<file path="config.mk">
export PLATFORM = sky130hd
export DESIGN_NAME = tpop_ctrl
export DESIGN_NICKNAME = d
export VERILOG_FILES = /design/src/sv/tpop_pkg.sv /design/src/sv/tpop_ctrl.sv
export SDC_FILE = /design/constraint.sdc
export NUM_CORES = 1
export LEC_CHECK = 0
export BUFFER_PORTS_ARGS = -buffer_cell sky130_fd_sc_hd__buf_2
export CAP_MARGIN = 40
export CORE_AREA = 2 2 39 41
export CTS_BUF_LIST = sky130_fd_sc_hd__clkbuf_16
export CTS_CLUSTER_SIZE = 25
export DETAILED_ROUTE_END_ITERATION = 7
export DIE_AREA = 0 0 41 43
export MAX_ROUTING_LAYER = met4
export PLACE_DENSITY = 0.71
export SLEW_MARGIN = 15
export SYNTH_ARGS = -nofsm -noshare
export SYNTH_HDL_FRONTEND = slang
export SYNTH_SLANG_ARGS = --single-unit
export TNS_END_PERCENT = 5
</file>
<file path="constraint.sdc">
create_clock -name clock -period 1.58 [get_ports clock]
set_input_delay 0.237 -clock clock [delete_from_list [all_inputs] [get_ports clock]]
set_output_delay 0.237 -clock clock [all_outputs]
set_load 0.03 [all_outputs]
</file>
<file path="src/sv/tpop_pkg.sv">
// ----------------------------------------------------------------------------
// Time-phi occupancy prefilter package
// Shared sizes, action and register codes, state encoding and the configuration, command and status bundles.
// ----------------------------------------------------------------------------
package tpop_pkg;

   localparam int MAX_TIME_BINS = 128;
   localparam int MAX_PHI_BINS  = 64;
   localparam int COUNT_BITS    = 8;

   localparam int TIME_BITS = $clog2(MAX_TIME_BINS);
   localparam int PHI_BITS  = (MAX_PHI_BINS > 1) ? $clog2(MAX_PHI_BINS) : 1;
   localparam int NUM_CELLS = MAX_TIME_BINS * MAX_PHI_BINS;
   localparam int CELL_BITS = $clog2(NUM_CELLS);
   localparam int SUM_BITS  = COUNT_BITS + 4;

   localparam logic [1:0] ACT_CLEAR    = 2'd0;
   localparam logic [1:0] ACT_ACCUM    = 2'd1;
   localparam logic [1:0] ACT_BUILD    = 2'd2;
   localparam logic [1:0] ACT_CLASSIFY = 2'd3;

   localparam logic [2:0] REG_TIME_SCALE = 3'd0;
   localparam logic [2:0] REG_PHI_SCALE  = 3'd1;
   localparam logic [2:0] REG_NUM_TIME   = 3'd2;
   localparam logic [2:0] REG_NUM_PHI    = 3'd3;
   localparam logic [2:0] REG_MIN_CELL   = 3'd4;
   localparam logic [2:0] REG_MIN_SUM    = 3'd5;
   localparam logic [2:0] REG_SIG_MASK   = 3'd6;
   localparam logic [2:0] REG_BKG_MASK   = 3'd7;

   typedef enum logic [3:0] {
      ST_CLR_ALL, ST_IDLE, ST_BIN, ST_LOOKUP, ST_RESPOND,
      ST_B_CLR, ST_B_READ, ST_B_WAIT, ST_B_EVAL, ST_B_MARK, ST_B_NEXT
   } state_type;

   typedef struct packed {
      logic [15:0] time_scale;
      logic [15:0] phi_scale;
      logic [7:0]  num_time_bins;
      logic [6:0]  num_phi_bins;
      logic [7:0]  min_cell_hits;
      logic [11:0] min_sum_hits;
      logic [31:0] signal_mask;
      logic [31:0] background_mask;
   } cfg_type;

   typedef struct packed {
      logic load;
      logic bin;
      logic lookup;
      logic respond;
      logic clr_counts;
      logic clr_blind;
      logic scan_start;
      logic scan_next;
      logic rewind;
      logic nb_read;
      logic nb_mark;
   } cmd_type;

   typedef struct packed {
      logic sweep_last;
      logic grid_ok;
      logic scan_last;
      logic nb_last;
      logic blind_hit;
   } status_type;

endpackage

</file>
<file path="src/sv/tpop_ctrl.sv">
// ----------------------------------------------------------------------------
// Time-phi occupancy prefilter controller
// Sequences clearing, hit binning, lookups and the blind map build.
// ----------------------------------------------------------------------------
module tpop_ctrl import tpop_pkg::*; (
   input  logic       clock,
   input  logic       reset,
   input  logic       start,
   input  logic [1:0] action,
   input  status_type status,
   output cmd_type    cmd,
   output logic       busy
);

   state_type state_ff, state_in;

   always_ff @(posedge clock) begin
      if (reset) begin
         state_ff <= ST_CLR_ALL;
      end else begin
         state_ff <= state_in;
      end
   end

   always_comb begin
      state_in = state_ff;
      cmd      = '0;
      case (state_ff)
         ST_CLR_ALL: begin
            cmd.clr_counts = 1'b1;
            cmd.clr_blind  = 1'b1;
            if (status.sweep_last) state_in = ST_IDLE;
         end
         ST_IDLE: begin
            if (start) begin
               cmd.load = 1'b1;
               case (action)
                  ACT_CLEAR:    state_in = ST_CLR_ALL;
                  ACT_BUILD:    state_in = ST_B_CLR;
                  ACT_ACCUM:    state_in = ST_BIN;
                  ACT_CLASSIFY: state_in = ST_BIN;
                  default:      state_in = ST_IDLE;
               endcase
            end
         end
         ST_BIN: begin
            cmd.bin  = 1'b1;
            state_in = ST_LOOKUP;
         end
         ST_LOOKUP: begin
            cmd.lookup = 1'b1;
            state_in   = ST_RESPOND;
         end
         ST_RESPOND: begin
            cmd.respond = 1'b1;
            state_in    = ST_IDLE;
         end
         ST_B_CLR: begin
            cmd.clr_blind = 1'b1;
            if (status.sweep_last) begin
               if (status.grid_ok) begin
                  cmd.scan_start = 1'b1;
                  state_in       = ST_B_READ;
               end else begin
                  state_in = ST_IDLE;
               end
            end
         end
         ST_B_READ: begin
            cmd.nb_read = 1'b1;
            if (status.nb_last) state_in = ST_B_WAIT;
         end
         ST_B_WAIT: begin
            state_in = ST_B_EVAL;
         end
         ST_B_EVAL: begin
            cmd.rewind = 1'b1;
            state_in   = status.blind_hit ? ST_B_MARK : ST_B_NEXT;
         end
         ST_B_MARK: begin
            cmd.nb_mark = 1'b1;
            if (status.nb_last) state_in = ST_B_NEXT;
         end
         ST_B_NEXT: begin
            if (status.scan_last) begin
               state_in = ST_IDLE;
            end else begin
               cmd.scan_next = 1'b1;
               state_in      = ST_B_READ;
            end
         end
         default: state_in = ST_CLR_ALL;
      endcase
   end

   assign busy = (state_ff != ST_IDLE);

endmodule

</file>
# After elaboration in Yosys (flattened, before gate mapping)
# Cells that the tools add are included.
# classes
n_eq_ne	19
muxes	25
n_reduce_logical	5
# ops
cell	count
$pmux W4 S11	1
$mux W4	5
$eq A4 B3 Y1 const B	4
$mux W1	15
$eq A4 B4 Y1 const B	3
$pmux W4 S3	1
$ne A2 B2 Y1 const B	5
$eq A4 B2 Y1 const B	2
$mux W3	2
$reduce_and A5 Y1	1
$eq A2 B2 Y1 const B	2
$eq A4 B1 Y1 const B	1
$logic_not A4 Y1	1
$ne A4 B1 Y1 const B	1
$reduce_or A2 Y1	2
$eq A2 B1 Y1 const B	1
$logic_not A2 Y1	1
$mux W2	1
# word_totals
in_bits	10
reg_bits	4
elab_cells	50
out_inout_bits	12

# Longest topological paths before layout
# depth
ltp_word	5
mapped_depth	6
mapped_depth_nobuf	4

# Least setup slack after synthesis
# OpenSTA, ideal clock, no wires.
# synth_path
kind	flip-flop to flip-flop
startpoint	register state_ff[0]
endpoint	register state_ff[1]
arrival_ps	1757
synth_period_minus_slack_ps	1886
setup_ps	128
required_ps	1452
path_buffers	0
stages_incl_launch_ff	5
slack_ps	-306
cell_sequence	dfxtp_1 -> nor4_1 -> nand2b_1 -> nand4_1 -> o22ai_1
# synth_between
elab_chain_cells	3
elab_cells_between_ends	18
classes_between	eq/ne (15); mux (1); reduce/logical (2)
# synth_rtl
element	line_no	text
start: declaration	tpop_ctrl.sv:15	state_type state_ff, state_in;
start signal: assignment	tpop_ctrl.sv:21	state_ff <= state_in;
$eq A4 B3 Y1, or another cell as far along	tpop_ctrl.sv:28	case (state_ff)
$ne A2 B2 Y1 (no source line)	n/a	
$reduce_and A5 Y1 (no source line)	n/a	
# Parallel ways exist; a longest one is shown, timed or not.
# A chain may end at the register's enable or synchronous reset.

==> out/qor.csv <==
metric,value,unit
Layout area overhead,63.4,%
vias in the first global route,500,
CTS Buf Count,3,
Cell Rows,14,
max cap viols,0,
post-synthesis cell count,65,
Leak Pwr,0.000339,uW
clk sinks,4,
CTS tree,built,
ys async rst share,0,%
RSZ-0062 raised after global routing,yes,
Yosys cell types,31,
share of layout cells above drive strength 1,50.0,%
yosys warns,0,
detailed placement HPWL,969,um
crit path DAT,1.31,ns
antenna violations before repair,0,
pin count of the biggest net entering global routing,13,
IO Pins,22,
Pwr Density,1350,nW/um2
Routed Antenna Nets,0,
WL final,1320,um
number of flops mapped to enable cells by yosys,0,
slowest CP cell,dfxtp_4,
max reg flops,4,
Post-Syn Area,472,um2
setup TNS,0,ns
Initial Utilization,34.1,%
CTS max path bufs,2,
Die X,41,um
most frequent cells after synthesis,"o21ai_0, nor3_1",
Crit. End Element,output port,
Die H,43,um
crit path launch type,register,
DRC viols,0,
Post-CTS Hold Buffers,0,
Placed Cells incl. Taps,105,
Tcrit/Tclk final,97.9,%
Yosys top cell by area,dfxtp_1,
Core Area,1380,um2
Biggest register,state_ff,
worst slew pin tran,0.305,ns
final hold violations,0,
# H-tree levels,1,
vias per cell,5.36,
gpl congestion,0.810,
final number of setup-violating endpoints,0,
Worst path max stage delay,0.36,ns
post-route insts no fill,110,
crit-path max FO,7,
Final min period,1.55,ns
Buf/Inv on CP,1,
Max Slew Vio Count,0,
VDD IR-drop max,0.00146,V
cell with the most instances after synthesis,o21ai_0,
clock root buffer,clkbuf_16,
top post-synthesis cells by area,"dfxtp_1, o21ai_0, nand2b_1, nor3_1, buf_2",
Tot GR Track Use,17.1,%
syn_nets,75,
die area,1760,um2
I/O Buffers,21,
vias after detailed routing,590,
post-route cell area,771,um2
critical path's top delay family,simple AND/OR/NAND/NOR gates,
NumNets Final,106,
CP Class,reg -> out,
DRT iter0 DRCs,15,
WL per Instance,12.0,um
first-pass GRT wire length,1960,um
Crit path required time,1.34,ns
GRT overflow,0,
Avg Inst Size Synth,7.26,um2
Synth top area share,17.0,%
biggest regs,state_ff: 4 flops,
"Core Util, Final",55.7,%
placed cell area,632,um2
status,finished clean,
clk_skew,0.00344,ns
Rel. slew slack,79.6,%
"FF+latch count, synth",4,
flop2flop setup slack,0.13,ns
Worst-Skew Late Latency,0.23,ns
Fmax,0.646,GHz
crit path cell chain,"nand2b_4, nor4_4, and2_4, buf_6",
Hold WC Path Type,in -> reg,
Clock Pin Slew Worst Setup and Hold Paths,0.03,ns
post-synthesis sequential area ratio,17.0,%
leading register cell type out of synthesis,dfxtp_1,
ant diodes,0,
TritonRoute pass-1 iters,4,
==> where the power goes <==
group | total (uW) | internal (uW) | switching (uW) | leakage [uW]
logic | 467 | 197 | 269 | 0.000267
registers | 178 | 125 | 53.2 | 0.0000352
clock network | 398 | 324 | 74.4 | 0.0000370
total | 1040 | 646 | 397 | 0.000339
==> routing by layer <==
metal / GRT usage [%] / up-vias / part of all wire, %
met2: 24.4 / 12 / 51
met5: - / - / 0
met4: 14.0 / 0 / 2.9
met1: 19.8 / 270 / 43
met3: 3.14 / 4 / 3.8
li1: - / 304 / -
==> logic make-up (layout without fill, tap and decap cells) <==
| logic type | count (synthesis) | in the layout | share of synthesized area (%) |
|---|---|---|---|
| compound gates | 17 | 17 | 25.5 |
| xor+xnor | 1 | 1 | 1.86 |
| buf+inv | 9 | 38 | 9.81 |
| flops | 4 | 4 | 17.0 |
| mux | 2 | 2 | 4.24 |
| simple gates | 32 | 32 | 41.6 |
==> cells in the final DEF, fill, tap and decap left out, types with 2 or more instances in the layout <==
cell type  count
buf_2         19
buf_4         11
o21ai_0        6
nor3_1         5
nand2_1        4
nand2b_1       3
inv_1          3
a21oi_1        3
clkbuf_16      3
dfxtp_4        3
and3_1         2
mux2i_1        2
nor2b_1        2
or3b_1         2
o2bb2ai_1      2
==> stage by stage <==
stage	hold WS (ns)	setup WS (ns)	total power, uW
6_report	0.231	0.0328	1040
5_1_grt	0.242	-0.00973	1100
4_1_cts	0.226	0.0357	1020
3_5_place_dp	0.466	0.0508	603
3_3_place_gp	0.468	0.0345	598
2_1_floorplan	0.306	-0.236	466
==> timing repair <==
action                                 4_1_cts  5_1_grt
setup buffers                                0        2
pin swaps                                    0        2
setup endpoints to repair                    8        1
gates resized for setup                      7        9
endpoints found under the hold margin        0        0
==> final cells by class <==
| class | instances | area, um2 |
|---|---|---|
| well taps | 16 | 20.0 |
| multi-input cells | 52 | 379 |
| repair buffers | 31 | 189 |
| clock buffers | 3 | 75.1 |
| flip-flops and latches | 4 | 92.6 |
| fillers | 129 | 613 |
| inverters | 4 | 15.0 |
==> final timing paths <==
kind | start | end | cells after the start
max | state_ff[3] | cmd[4] | 4
min | reset | state_ff[3] | 2
max reg2reg | state_ff[1] | state_ff[2] | 4
min reg2reg | state_ff[0] | state_ff[0] | 1
Power figures use the tool's default switching activity.
