$ cat src/sv/tpop_pkg.sv
// ----------------------------------------------------------------------------
// Time-phi occupancy prefilter package
// Shared sizes, action and register codes, state encoding and the configuration, command and status bundles.
// ----------------------------------------------------------------------------
package tpop_pkg;

   localparam int MAX_TIME_BINS = 128;
   localparam int MAX_PHI_BINS  = 64;
   localparam int COUNT_BITS    = 8;

   localparam int TIME_BITS = $clog2(MAX_TIME_BINS);
   localparam int PHI_BITS  = (MAX_PHI_BINS > 1) ? $clog2(MAX_PHI_BINS) : 1;
   localparam int NUM_CELLS = MAX_TIME_BINS * MAX_PHI_BINS;
   localparam int CELL_BITS = $clog2(NUM_CELLS);
   localparam int SUM_BITS  = COUNT_BITS + 4;

   localparam logic [1:0] ACT_CLEAR    = 2'd0;
   localparam logic [1:0] ACT_ACCUM    = 2'd1;
   localparam logic [1:0] ACT_BUILD    = 2'd2;
   localparam logic [1:0] ACT_CLASSIFY = 2'd3;

   localparam logic [2:0] REG_TIME_SCALE = 3'd0;
   localparam logic [2:0] REG_PHI_SCALE  = 3'd1;
   localparam logic [2:0] REG_NUM_TIME   = 3'd2;
   localparam logic [2:0] REG_NUM_PHI    = 3'd3;
   localparam logic [2:0] REG_MIN_CELL   = 3'd4;
   localparam logic [2:0] REG_MIN_SUM    = 3'd5;
   localparam logic [2:0] REG_SIG_MASK   = 3'd6;
   localparam logic [2:0] REG_BKG_MASK   = 3'd7;

   typedef enum logic [3:0] {
      ST_CLR_ALL, ST_IDLE, ST_BIN, ST_LOOKUP, ST_RESPOND,
      ST_B_CLR, ST_B_READ, ST_B_WAIT, ST_B_EVAL, ST_B_MARK, ST_B_NEXT
   } state_type;

   typedef struct packed {
      logic [15:0] time_scale;
      logic [15:0] phi_scale;
      logic [7:0]  num_time_bins;
      logic [6:0]  num_phi_bins;
      logic [7:0]  min_cell_hits;
      logic [11:0] min_sum_hits;
      logic [31:0] signal_mask;
      logic [31:0] background_mask;
   } cfg_type;

   typedef struct packed {
      logic load;
      logic bin;
      logic lookup;
      logic respond;
      logic clr_counts;
      logic clr_blind;
      logic scan_start;
      logic scan_next;
      logic rewind;
      logic nb_read;
      logic nb_mark;
   } cmd_type;

   typedef struct packed {
      logic sweep_last;
      logic grid_ok;
      logic scan_last;
      logic nb_last;
      logic blind_hit;
   } status_type;

endpackage

$ cat src/sv/tpop_csr.sv
// ----------------------------------------------------------------------------
// Time-phi occupancy prefilter configuration registers
// Holds the eight configuration registers written over the CSR channel.
// ----------------------------------------------------------------------------
module tpop_csr import tpop_pkg::*; (
   input  logic        clock,
   input  logic        reset,
   input  logic        csr_valid,
   input  logic [2:0]  csr_index,
   input  logic [31:0] csr_wdata,
   output cfg_type     cfg
);

   cfg_type cfg_ff, cfg_in;

   always_comb begin
      cfg_in = cfg_ff;
      if (csr_valid) begin
         case (csr_index)
            REG_TIME_SCALE: cfg_in.time_scale      = csr_wdata[15:0];
            REG_PHI_SCALE:  cfg_in.phi_scale       = csr_wdata[15:0];
            REG_NUM_TIME:   cfg_in.num_time_bins   = csr_wdata[7:0];
            REG_NUM_PHI:    cfg_in.num_phi_bins    = csr_wdata[6:0];
            REG_MIN_CELL:   cfg_in.min_cell_hits   = csr_wdata[7:0];
            REG_MIN_SUM:    cfg_in.min_sum_hits    = csr_wdata[11:0];
            REG_SIG_MASK:   cfg_in.signal_mask     = csr_wdata;
            REG_BKG_MASK:   cfg_in.background_mask = csr_wdata;
            default:        cfg_in = cfg_ff;
         endcase
      end
   end

   always_ff @(posedge clock) begin
      if (reset) begin
         cfg_ff <= '{time_scale: 16'd205, phi_scale: 16'd63, num_time_bins: 8'd128,
                     num_phi_bins: 7'd64, min_cell_hits: 8'd3, min_sum_hits: 12'd6,
                     signal_mask: 32'd0, background_mask: 32'd0};
      end else begin
         cfg_ff <= cfg_in;
      end
   end

   assign cfg = cfg_ff;

endmodule

$ cat config.mk
export PLATFORM = sky130hd
export DESIGN_NAME = tpop_csr
export DESIGN_NICKNAME = d
export VERILOG_FILES = /design/src/sv/tpop_pkg.sv /design/src/sv/tpop_csr.sv
export SDC_FILE = /design/constraint.sdc
export NUM_CORES = 1
export LEC_CHECK = 0
export ABC_AREA = 1
export BUFFER_PORTS_ARGS = -buffer_cell sky130_fd_sc_hd__buf_2
export CAP_MARGIN = 20
export CORE_MARGIN = 2
export CORE_UTILIZATION = 24
export CTS_CLUSTER_SIZE = 16
export DETAILED_ROUTE_END_ITERATION = 6
export PLACE_DENSITY = 0.51
export SLEW_MARGIN = 20
export SYNTH_ARGS = -nofsm -noshare
export SYNTH_HDL_FRONTEND = slang
export SYNTH_SLANG_ARGS = --single-unit
export TNS_END_PERCENT = 100
$ cat constraint.sdc
create_clock -name clock -period 1.05 [get_ports clock]
set_clock_uncertainty 0.1 [all_clocks]
set_input_delay 0 -clock clock [delete_from_list [all_inputs] [get_ports clock]]
set_output_delay 0 -clock clock [all_outputs]
set_load 0.05 [all_outputs]
# Yosys cells after proc, flatten, opt, wreduce, memory -nomap -nowiden
# Index checks and enable logic that the tools add are counted.
# op_classes
eq_ne,7
n_reduce_logical,9
# op_table
operator,count
AND reduction 2 bit,8
equality test 3 bit (second input constant),4
equality test 3 x 2 -> 1 bit (second input constant),2
equality test 3 x 1 -> 1 bit (second input constant),1
zero test 3 bit,1
# totals
reg_bits,131
in_bits,38
out_inout_bits,131
word_cells,24

# Longest topological paths before layout
# Gate-level depths: netlist of run 1.
# depth
depth_word,2
ltp_mapped,6
ltp_nobuf,5

# Worst setup path before layout of run 1
# OpenSTA, ideal clock, no wires.
# synth_path
kind,register to register
start,register cfg[90] (netlist name)
end,"register cfg_ff, in the netlist cfg[90]"
setup_time_ps,64
arrival_time_ps,838
path_slack_ps,48
path_stages_with_launch,3
n_path_buf,0
cell_sequence,dfxtp_1 o21ai_0 nand3_1
# synth_rtl
element,line_no,text
"end signal, assigned",tpop_csr.sv:35,"cfg_ff <= '{time_scale: 16'd205, phi_scale: 16'd63, num_time_bins: 8'd128,"
"end signal, assigned",tpop_csr.sv:39,cfg_ff <= cfg_in;
"end, declared",tpop_csr.sv:14,"cfg_type cfg_ff, cfg_in;"

# Worst setup path after layout of run 1
# layout_path
start,"register cfg_ff, in the netlist cfg[98]"
end,output port cfg[98] (netlist name)
# layout_rtl
element,line_no,text
"end, declared",tpop_csr.sv:11,output cfg_type cfg
# No word-level cell between the ends.

==> results of run 1 <==
[metrics by stage]
step	worst slack, ps	TNS [ps]	power, uW	std cells	area (sq um)
after global routing	-25.6	-114	14800	1246	8600
after CTS	-13.0	-76.6	14300	1249	8460
after global placement	-67.1	-1970	7170	1180	6550
after detailed placement	-121	-4170	7180	1180	6550
final	19.9	0	14200	1246	8600
after floorplan	47.9	0	6550	741	5110
[report_power, final]
part | internal, uW | switching [uW] | total (uW)
logic | 810 | 1330 | 2140
registers | 5180 | 130 | 5310
clock network | 4520 | 2180 | 6700
total | 10500 | 3650 | 14200
[path summary, 6_finish.rpt]
check,start,to,slack (ps)
worst max-delay path,cfg[98],cfg[98],20
worst max register to register,cfg[98],cfg[98],340
worst min-delay path,reset,cfg[130],-150
worst min register to register,cfg[102],cfg[102],380
[layout make-up]
| class | count | area, sq um |
|---|---|---|
| Clock buffer | 23 | 458 |
| Clock inverter | 9 | 201 |
| Fill cell | 2165 | 12400 |
| Inverter | 39 | 149 |
| Multi-Input combinational cell | 530 | 2140 |
| Sequential cell | 131 | 2780 |
| Tap cell | 275 | 344 |
| Timing Repair Buffer | 239 | 2520 |
[timing repair]
item,in CTS,in global routing
gates resized for setup,317,91
hold endpoints to repair,88,8
endpoints found under the setup margin,131,114
[cells in the mapped netlist (2+ instances only)]
cell type,n
buf_1,3
buf_2,23
buf_4,7
clkbuf_1,8
dfxtp_1,131
inv_1,36
inv_2,2
nand2_1,189
nand3_1,99
nor2_1,234
nor2_2,5
[cell families after synthesis]
| family | share of synthesized area |
|---|---|
| buf+inv | 0.0695 |
| compound gates | 0.000978 |
| flops | 0.513 |
| simple gates | 0.417 |
[worst min-delay path, cell delays in order]
cell and delay, ps:
buf_2 100, inv_4 90, nand2_1 90, nor2_1 30
[routing by layer]
| metal | vias to the layer above | routed length, um |
|---|---|---|
| met5 | - | 0 |
| met3 | 13 | 1410 |
| met4 | 0 | 217 |
| met2 | 149 | 8070 |
| li1 | 2698 | - |
| met1 | 2389 | 8170 |
[placed cells by master (no fill, tap or decap), drive strengths merged]
cell and n:
bufinv 6, dlygate4sd3 34, nand2 190, inv 39
nand3 99, clkinv 2, dfxtp 131, clkinvlp 1
o21ai 1, nor2 240, buf 205, clkbuf 23
==> flow_summary.ini, run 1 <==
[synthesis]
synthesis.nets = 779
synth_top_cell_area_share = 0.513
avgSynthCellArea_sq_um = 6.90
synth_seq_cells = 131
synth.area.top_cells = dfxtp_1 51%, nor2_1 17%, nand2_1 14%, nand3_1 9.7%, inv_1 2.6%
netlist_instances = 741
yosysSeqAreaShare = 0.513
synth_warnings = 0
syn_area_sq_um = 5110
synth_edf_count = 0
yosys.area.top_type = dfxtp_1
synth_flop_cell = dfxtp_1
synth_cell_types = 15
synthArstFlopShare = 0

[setup_path]
path_depth = 1
critPathBufInv = 1
crit_family = flip-flops
path_class = reg -> out
crit_fanout = 2
ff2ff_path_depth = 2
cpPeakStageDelay_ps = 370
cp_slowest_cell = dfxtp_4
crit_path_end_kind = output port
worstPathArrival_ps = 930
critPathLaunchType = flop
required_ps = 950
cp_cell_sequence = buf_8

[timing]
final.period_utilization = 0.981
fin_crit_ps = 1030
slew_headroom = 0.788
max_freq_ghz = 0.971
hold_viol_final = 9
hold_slack_ps = -154
tightest_slew_ps = 318
setup_viol = 0
finalMaxSlewViolations = 0
grt_setup_unrepaired = yes

[die]
die_w_um = 150
die_y_um = 150
core_sq_um = 21000
die_area_sq_um = 22500
initial_utilization = 0.244
ioPinCount = 169
fp-row-count = 53

[route]
drtAntennaViolNets = 0
drcViolationCount = 0
via_count = 5249
drt_wl_total_um = 17900
wire_per_inst_um = 14.3
drt-initial-drc-count = 229
drt-vias-per-instance = 4.21
first_pass_iters = 4

[final_layout]
largest_reg_flops = 131
drive_gt1_frac = 0.380
nets = 996
area_growth_pct = 68.2
diodes = 0
fin_util = 0.411

[global_route]
antenna_found_initial = 0
globalRouteMet3Util = 0.0579
grt_util_met1 = 0.208
grt_usage = 0.161
grtUsageMet2 = 0.252
grt.busiest_layer = met2
grt_pass1_vias = 5077
gr-total-overflow = 0
grt_max_degree = 45
grt_first_pass_wirelength_um = 27400

[pwr]
vdd_drop_max_mv = 1.08
power.leakage_uw = 0.00393
pwr_density_cell_nw_per_um2 = 1650

[clocking]
cts_inserted_buffers = 17
cts_tree = done
clkLatencyLatePin_ps = 410
clk_pin_slew_worst_paths_ps = 70
post_cts_buffers = 0
cts_hold_buf = 37
cts_root_buf = clkbuf_16
cts.htree.levels = 4
cts_buffer_depth = 2
cts_sinks = 131

[placed_design]
gp_congestion = 0.765
portBuffers = 168
hpwl_um = 11900

[hold_path]
holdCritPathClass = in -> reg
hold_depth = 4

[flow_run]
maxCapViolCount = 0

[status]
status = finished, violations left
violations = negative hold slack
Note: power is estimated with default switching activity, not from simulation.
==> inputs of run 2 (changes only) <==
- ABC_AREA: 1 -> 0
==> run 2 against run 1 <==
The run now ends clean; sequential cell count stayed put; power is 8.2% lower; combinational power is 31% lower; non-clock buffer count is 6 higher; register-to-register slack worse by 90 ps.
==> flow_summary.ini, run 2 <==
[timing]
tightest_slew_ps = 256
finalMaxSlewViolations = 0
hold_viol_final = 0
hold_slack_ps = 0.524
grt_setup_unrepaired = yes
setup_ws_ps = 23.5
slew_headroom = 0.827
fin_crit_ps = 1030
final.period_utilization = 0.978
max_freq_ghz = 0.974
setup_tns_ps = 0
setup_viol = 0

[clocking]
cts.htree.levels = 4
cts_sinks = 131
cts_buffer_depth = 2
cts_tree = done
cts_inserted_buffers = 17
cts_root_buf = clkbuf_16
clkLatencyLatePin_ps = 410
clk_pin_slew_worst_paths_ps = 70

[setup_path]
ff2ff_path_depth = 3
required_ps = 950
worstPathArrival_ps = 930
cpPeakStageDelay_ps = 350
crit_family = flip-flops
path_class = reg -> out
cp_cell_sequence = buf_6
crit_fanout = 2
crit_path_end_kind = output port
path_depth = 1
critPathLaunchType = flop
cp_slowest_cell = dfxtp_2
critPathBufInv = 1

[placed_design]
dp.cells = 928
gp_congestion = 0.704
hpwl_um = 10200
portBuffers = 168
pre_cts_ws_ps = -219

[pwr]
power.leakage_uw = 0.00401
finalPower_uw = 13000
pwr_density_cell_nw_per_um2 = 1490
vdd_drop_max_mv = 1.04

[route]
drcViolationCount = 0
drt_wl_total_um = 15200
via_count = 4063
wire_per_inst_um = 15.2
drt-initial-drc-count = 98
drt-met1-wl_um = 7080
drtAntennaViolNets = 0
drt-vias-per-instance = 4.06
wl_met2_um = 6850
first_pass_iters = 6
met3_length_um = 1000
routed.top_layer = met4

[global_route]
grt_first_pass_wirelength_um = 22700
gr-total-overflow = 0
grt_pass1_vias = 4050
grt_usage = 0.132
antenna_found_initial = 0
grt_max_degree = 42

[synthesis]
netlist_instances = 480
synth_warnings = 0
synth_common_cells = 146 x nand2b_1, 131 x dfxtp_1, 131 x mux2i_1
synth_edf_count = 0
avgSynthCellArea_sq_um = 10.9
synth_cell_types = 15
yosys.area.top_type = dfxtp_1
synth_flop_cell = dfxtp_1
yosysSeqAreaShare = 0.502
synth.area.top_cells = dfxtp_1 50%, mux2i_1 25%, nand2b_1 17%, nor2_1 1.8%, clkbuf_1 1.5%
synthesis.nets = 518
synth_top_cell_area_share = 0.502
synth_seq_cells = 131
synthArstFlopShare = 0
synth_most_common_cell = nand2b_1
syn_area_sq_um = 5230

[final_layout]
drive_gt1_frac = 0.521
nets = 745
final_cell_mix = 146 x nand2b_1, 131 x mux2i_1, 130 x dfxtp_2, 104 x buf_6
fillers = 2086
final_common_cell = nand2b_1
largest_reg_flops = 131
diodes = 0
area_growth_pct = 66.8
stdcell_count = 1000

[die]
fp-row-count = 54
ioPinCount = 169
initial_utilization = 0.242
die_area_sq_um = 23000
die_w_um = 152
core_sq_um = 21600
die_y_um = 152

[status]
status = complete, no violations

[hold_path]
hold_depth = 4
holdCritPathClass = in -> reg

[flow_run]
maxCapViolCount = 0
run 2: cell count changes in the layout (fill, tap and decap cells not counted), sizes merged, moves of 3 or more:
cell / previous run / this run
mux2i: 0 / 131
clkbuf: 23 / 19
nand2b: 0 / 146
nand2: 190 / 0
nor2: 240 / 25
nand3: 99 / 0
inv: 39 / 0
clkinv: 2 / 6
buf: 205 / 210
nand4b: 0 / 3
run 2: power by group:
part,leakage (uW),switching (uW),total (uW),internal [uW]
clock,0.000299,2300,6340,4030
combinational,0.00261,800,1470,671
sequential,0.00111,83.5,5190,5100
total,0.00401,3190,13000,9810
run 2: logic make-up after synthesis:
group                  Yosys count  share of synthesized area
flip-flops                     131                      0.502
AND/OR/NAND/NOR                181                      0.212
buffers and inverters           37                     0.0361
multiplexers                   131                      0.251
run 2: worst min-delay path: stages:
cell     delay [ps]
buf_2            90
or4b_4          130
buf_12          170
mux2i_1          80
run 2: path summary, 6_finish.rpt:
check	slack, ps	to	from
worst max-delay path	20	cfg[94]	cfg[94]
worst min-delay path	0.5	cfg[129]	csr_index[1]
worst max register to register	250	cfg[70]	cfg[70]
worst min register to register	380	cfg[25]	cfg[25]
run 2: cell type report:
type	instances	area, sq um	share of cell area
Clock buffer	19	443	0.0508
Clock inverter	13	184	0.0211
Multi-Input combinational cell	312	2440	0.280
Sequential cell	131	2790	0.319
Tap cell	280	350	0.0402
Timing Repair Buffer	245	2520	0.289
run 2: per-stage QoR:
step	area, sq um	util
finish	8720	0.403
global route	8720	0.403
CTS	8520	0.394
detailed placement	6620	0.306
global placement	6620	0.306
floorplan	5260	-
run 2: repair_timing:
item | 4_1_cts | 5_1_grt
hold buffers | 35 | 0
endpoints found under the setup margin | 131 | 80
setup buffers | 0 | 5
hold endpoints to repair | 131 | 0
resized for setup | 344 | 76
run 2: metal layers:
layer / GRT usage / vias up
li1: - / 2039
met1: 0.167 / 1892
met2: 0.209 / 118
met3: 0.0467 / 14
met4: 0.0468 / 0
met5: 0 / -
==> inputs of run 3 (changes only) <==
==> constraint.sdc (replaced) <==
create_clock -name clock -period 1.05 [get_ports clock]
set_clock_uncertainty 0.1 [all_clocks]
set_input_delay 0.1575 -clock clock [delete_from_list [all_inputs] [get_ports clock]]
set_output_delay 0.1575 -clock clock [all_outputs]
set_load 0.05 [all_outputs]
==> run 3 against run 2 <==
The run now ends with negative setup slack left; global-route usage rose by 0.38 points; sequential cell count unchanged; sequential power about the same; largest cell class is now non-clock buffers; largest power group unchanged.
==> flow_summary.ini, run 3 (same netlist as run 2, synthesis figures left out) <==
[status]
status = finished, violations left
violations = negative setup slack

[clocking]
cts.htree.levels = 4
clk_pin_slew_worst_paths_ps = 50
cts_root_buf = clkbuf_16
clkLatencyLatePin_ps = 400
cts_tree = done
cts_inserted_buffers = 17
cts_buffer_depth = 2
cts_sinks = 131

[timing]
max_freq_ghz = 0.852
final.period_utilization = 1.12
hold_viol_final = 0
setup_ws_ps = -124
fin_crit_ps = 1170
grt_setup_unrepaired = yes
tightest_slew_ps = 402
finalMaxSlewViolations = 0
slew_headroom = 0.732
setup_viol = 131

[pwr]
finalPower_uw = 12300
vdd_drop_max_mv = 0.934
power.leakage_uw = 0.00422
pwr_density_cell_nw_per_um2 = 1350

[final_layout]
stdcell_count = 1017
drive_gt1_frac = 0.546
largest_reg_flops = 131
final_common_cell = nand2b_1
area_growth_pct = 75.4
final_cell_mix = 145 x nand2b_1, 131 x mux2i_1, 130 x dfxtp_2, 125 x buf_8, 59 x buf_4
nets = 761

[route]
wire_per_inst_um = 15.4
via_count = 4134
drt-initial-drc-count = 68
drt_wl_total_um = 15600
drcViolationCount = 0
first_pass_iters = 4
drt-vias-per-instance = 4.06
drtAntennaViolNets = 0

[global_route]
grt_usage = 0.136
grt_max_degree = 34
grt_pass1_vias = 4265
gr-total-overflow = 0
grt_first_pass_wirelength_um = 23600
antenna_found_initial = 2

[die]
die_y_um = 152
die_w_um = 152
core_sq_um = 21600
ioPinCount = 169
fp-row-count = 54
die_area_sq_um = 23000
initial_utilization = 0.242

[setup_path]
cp_cell_sequence = buf_8
required_ps = 790
r2r-start = cfg[82]
r2r_end = cfg[82]
cpPeakStageDelay_ps = 370
crit_path_end_kind = output port
r2r_slack_ps = 120
crit_family = flip-flops
worstPathArrival_ps = 920
ff2ff_path_depth = 4
critPathLaunchType = flop
crit_fanout = 2
critPathBufInv = 1
path_class = reg -> out
cp_slowest_cell = dfxtp_4
critPathLaunch = cfg[105]

[flow_run]
maxCapViolCount = 0

[hold_path]
holdPathEnd = cfg[45]
min-delay-start = csr_wdata[13]
hold_depth = 3
holdCritPathClass = in -> reg

[placed_design]
hpwl_um = 10300
dp.cells = 929
gp_congestion = 0.689
portBuffers = 168
[run 3: cell types whose count changed in the layout (fill, tap and decap cells not counted), moves of 4 or more]
cell	change
buf_6	-98
buf_8	+98
buf_4	+23
dlygate4sd3_1	-10
clkbuf_8	+6
bufinv_16	-4
[run 3: how the worst max path moves through the flow]
| stage | endpoint | slack (ps) | cells past startpoint |
|---|---|---|---|
| 2_1_floorplan | cfg[123] | -350 | 5 |
| 3_3_place_gp | cfg[120] | -310 | 4 |
| 3_5_place_dp | cfg[119] | -330 | 4 |
| 4_1_cts | cfg[116] | -150 | 1 |
| 5_1_grt | cfg[103] | -170 | 1 |
| 6_report | cfg[105] | -120 | 1 |
[run 3: through the flow]
| step | setup WS, ps | setup TNS [ps] | instance area (sq um) | utilization | hold slack, ps |
|---|---|---|---|---|---|
| finish | -124 | -13670 | 9170 | 0.424 | 38.1 |
| global route | -165 | -18930 | 9170 | 0.424 | 30.8 |
| CTS | -153 | -17340 | 8960 | 0.415 | 17.1 |
| detailed placement | -326 | -31840 | 6680 | 0.309 | 339 |
| global placement | -315 | -32640 | 6680 | 0.309 | 332 |
| floorplan | -355 | -9340 | 5330 | - | 223 |
[run 3: area by class of cell]
| class | count | area [sq um] |
|---|---|---|
| flip-flops and latches | 131 | 2790 |
| clock inverters | 3 | 17.5 |
| multi-input cells | 312 | 2460 |
| well taps | 280 | 350 |
| diodes | 2 | 5.00 |
| clock buffers | 28 | 537 |
| repair buffers | 261 | 3020 |
| fillers | 2047 | 12400 |
[run 3: timing repair]
action / in CTS / in global routing
resized for setup: 497 / 23
setup endpoints to repair: 131 / 132
setup buffers: 14 / 16
hold endpoints to repair: 52 / 0
hold buffers: 25 / 0
pin swaps: 0 / 0
[run 3: metal layers]
metal  up-vias  global-route usage  part of all wire
met5         -                   0                 0
met4         0              0.0458             0.016
met3        13              0.0536             0.066
met2       108               0.224              0.49
met1      1939               0.162              0.43
li1       2074                   -                 -
[run 3: power breakdown]
group	total, uW	switching, uW	internal, uW
combinational	1560	809	747
clock	5580	2140	3450
sequential	5210	102	5100
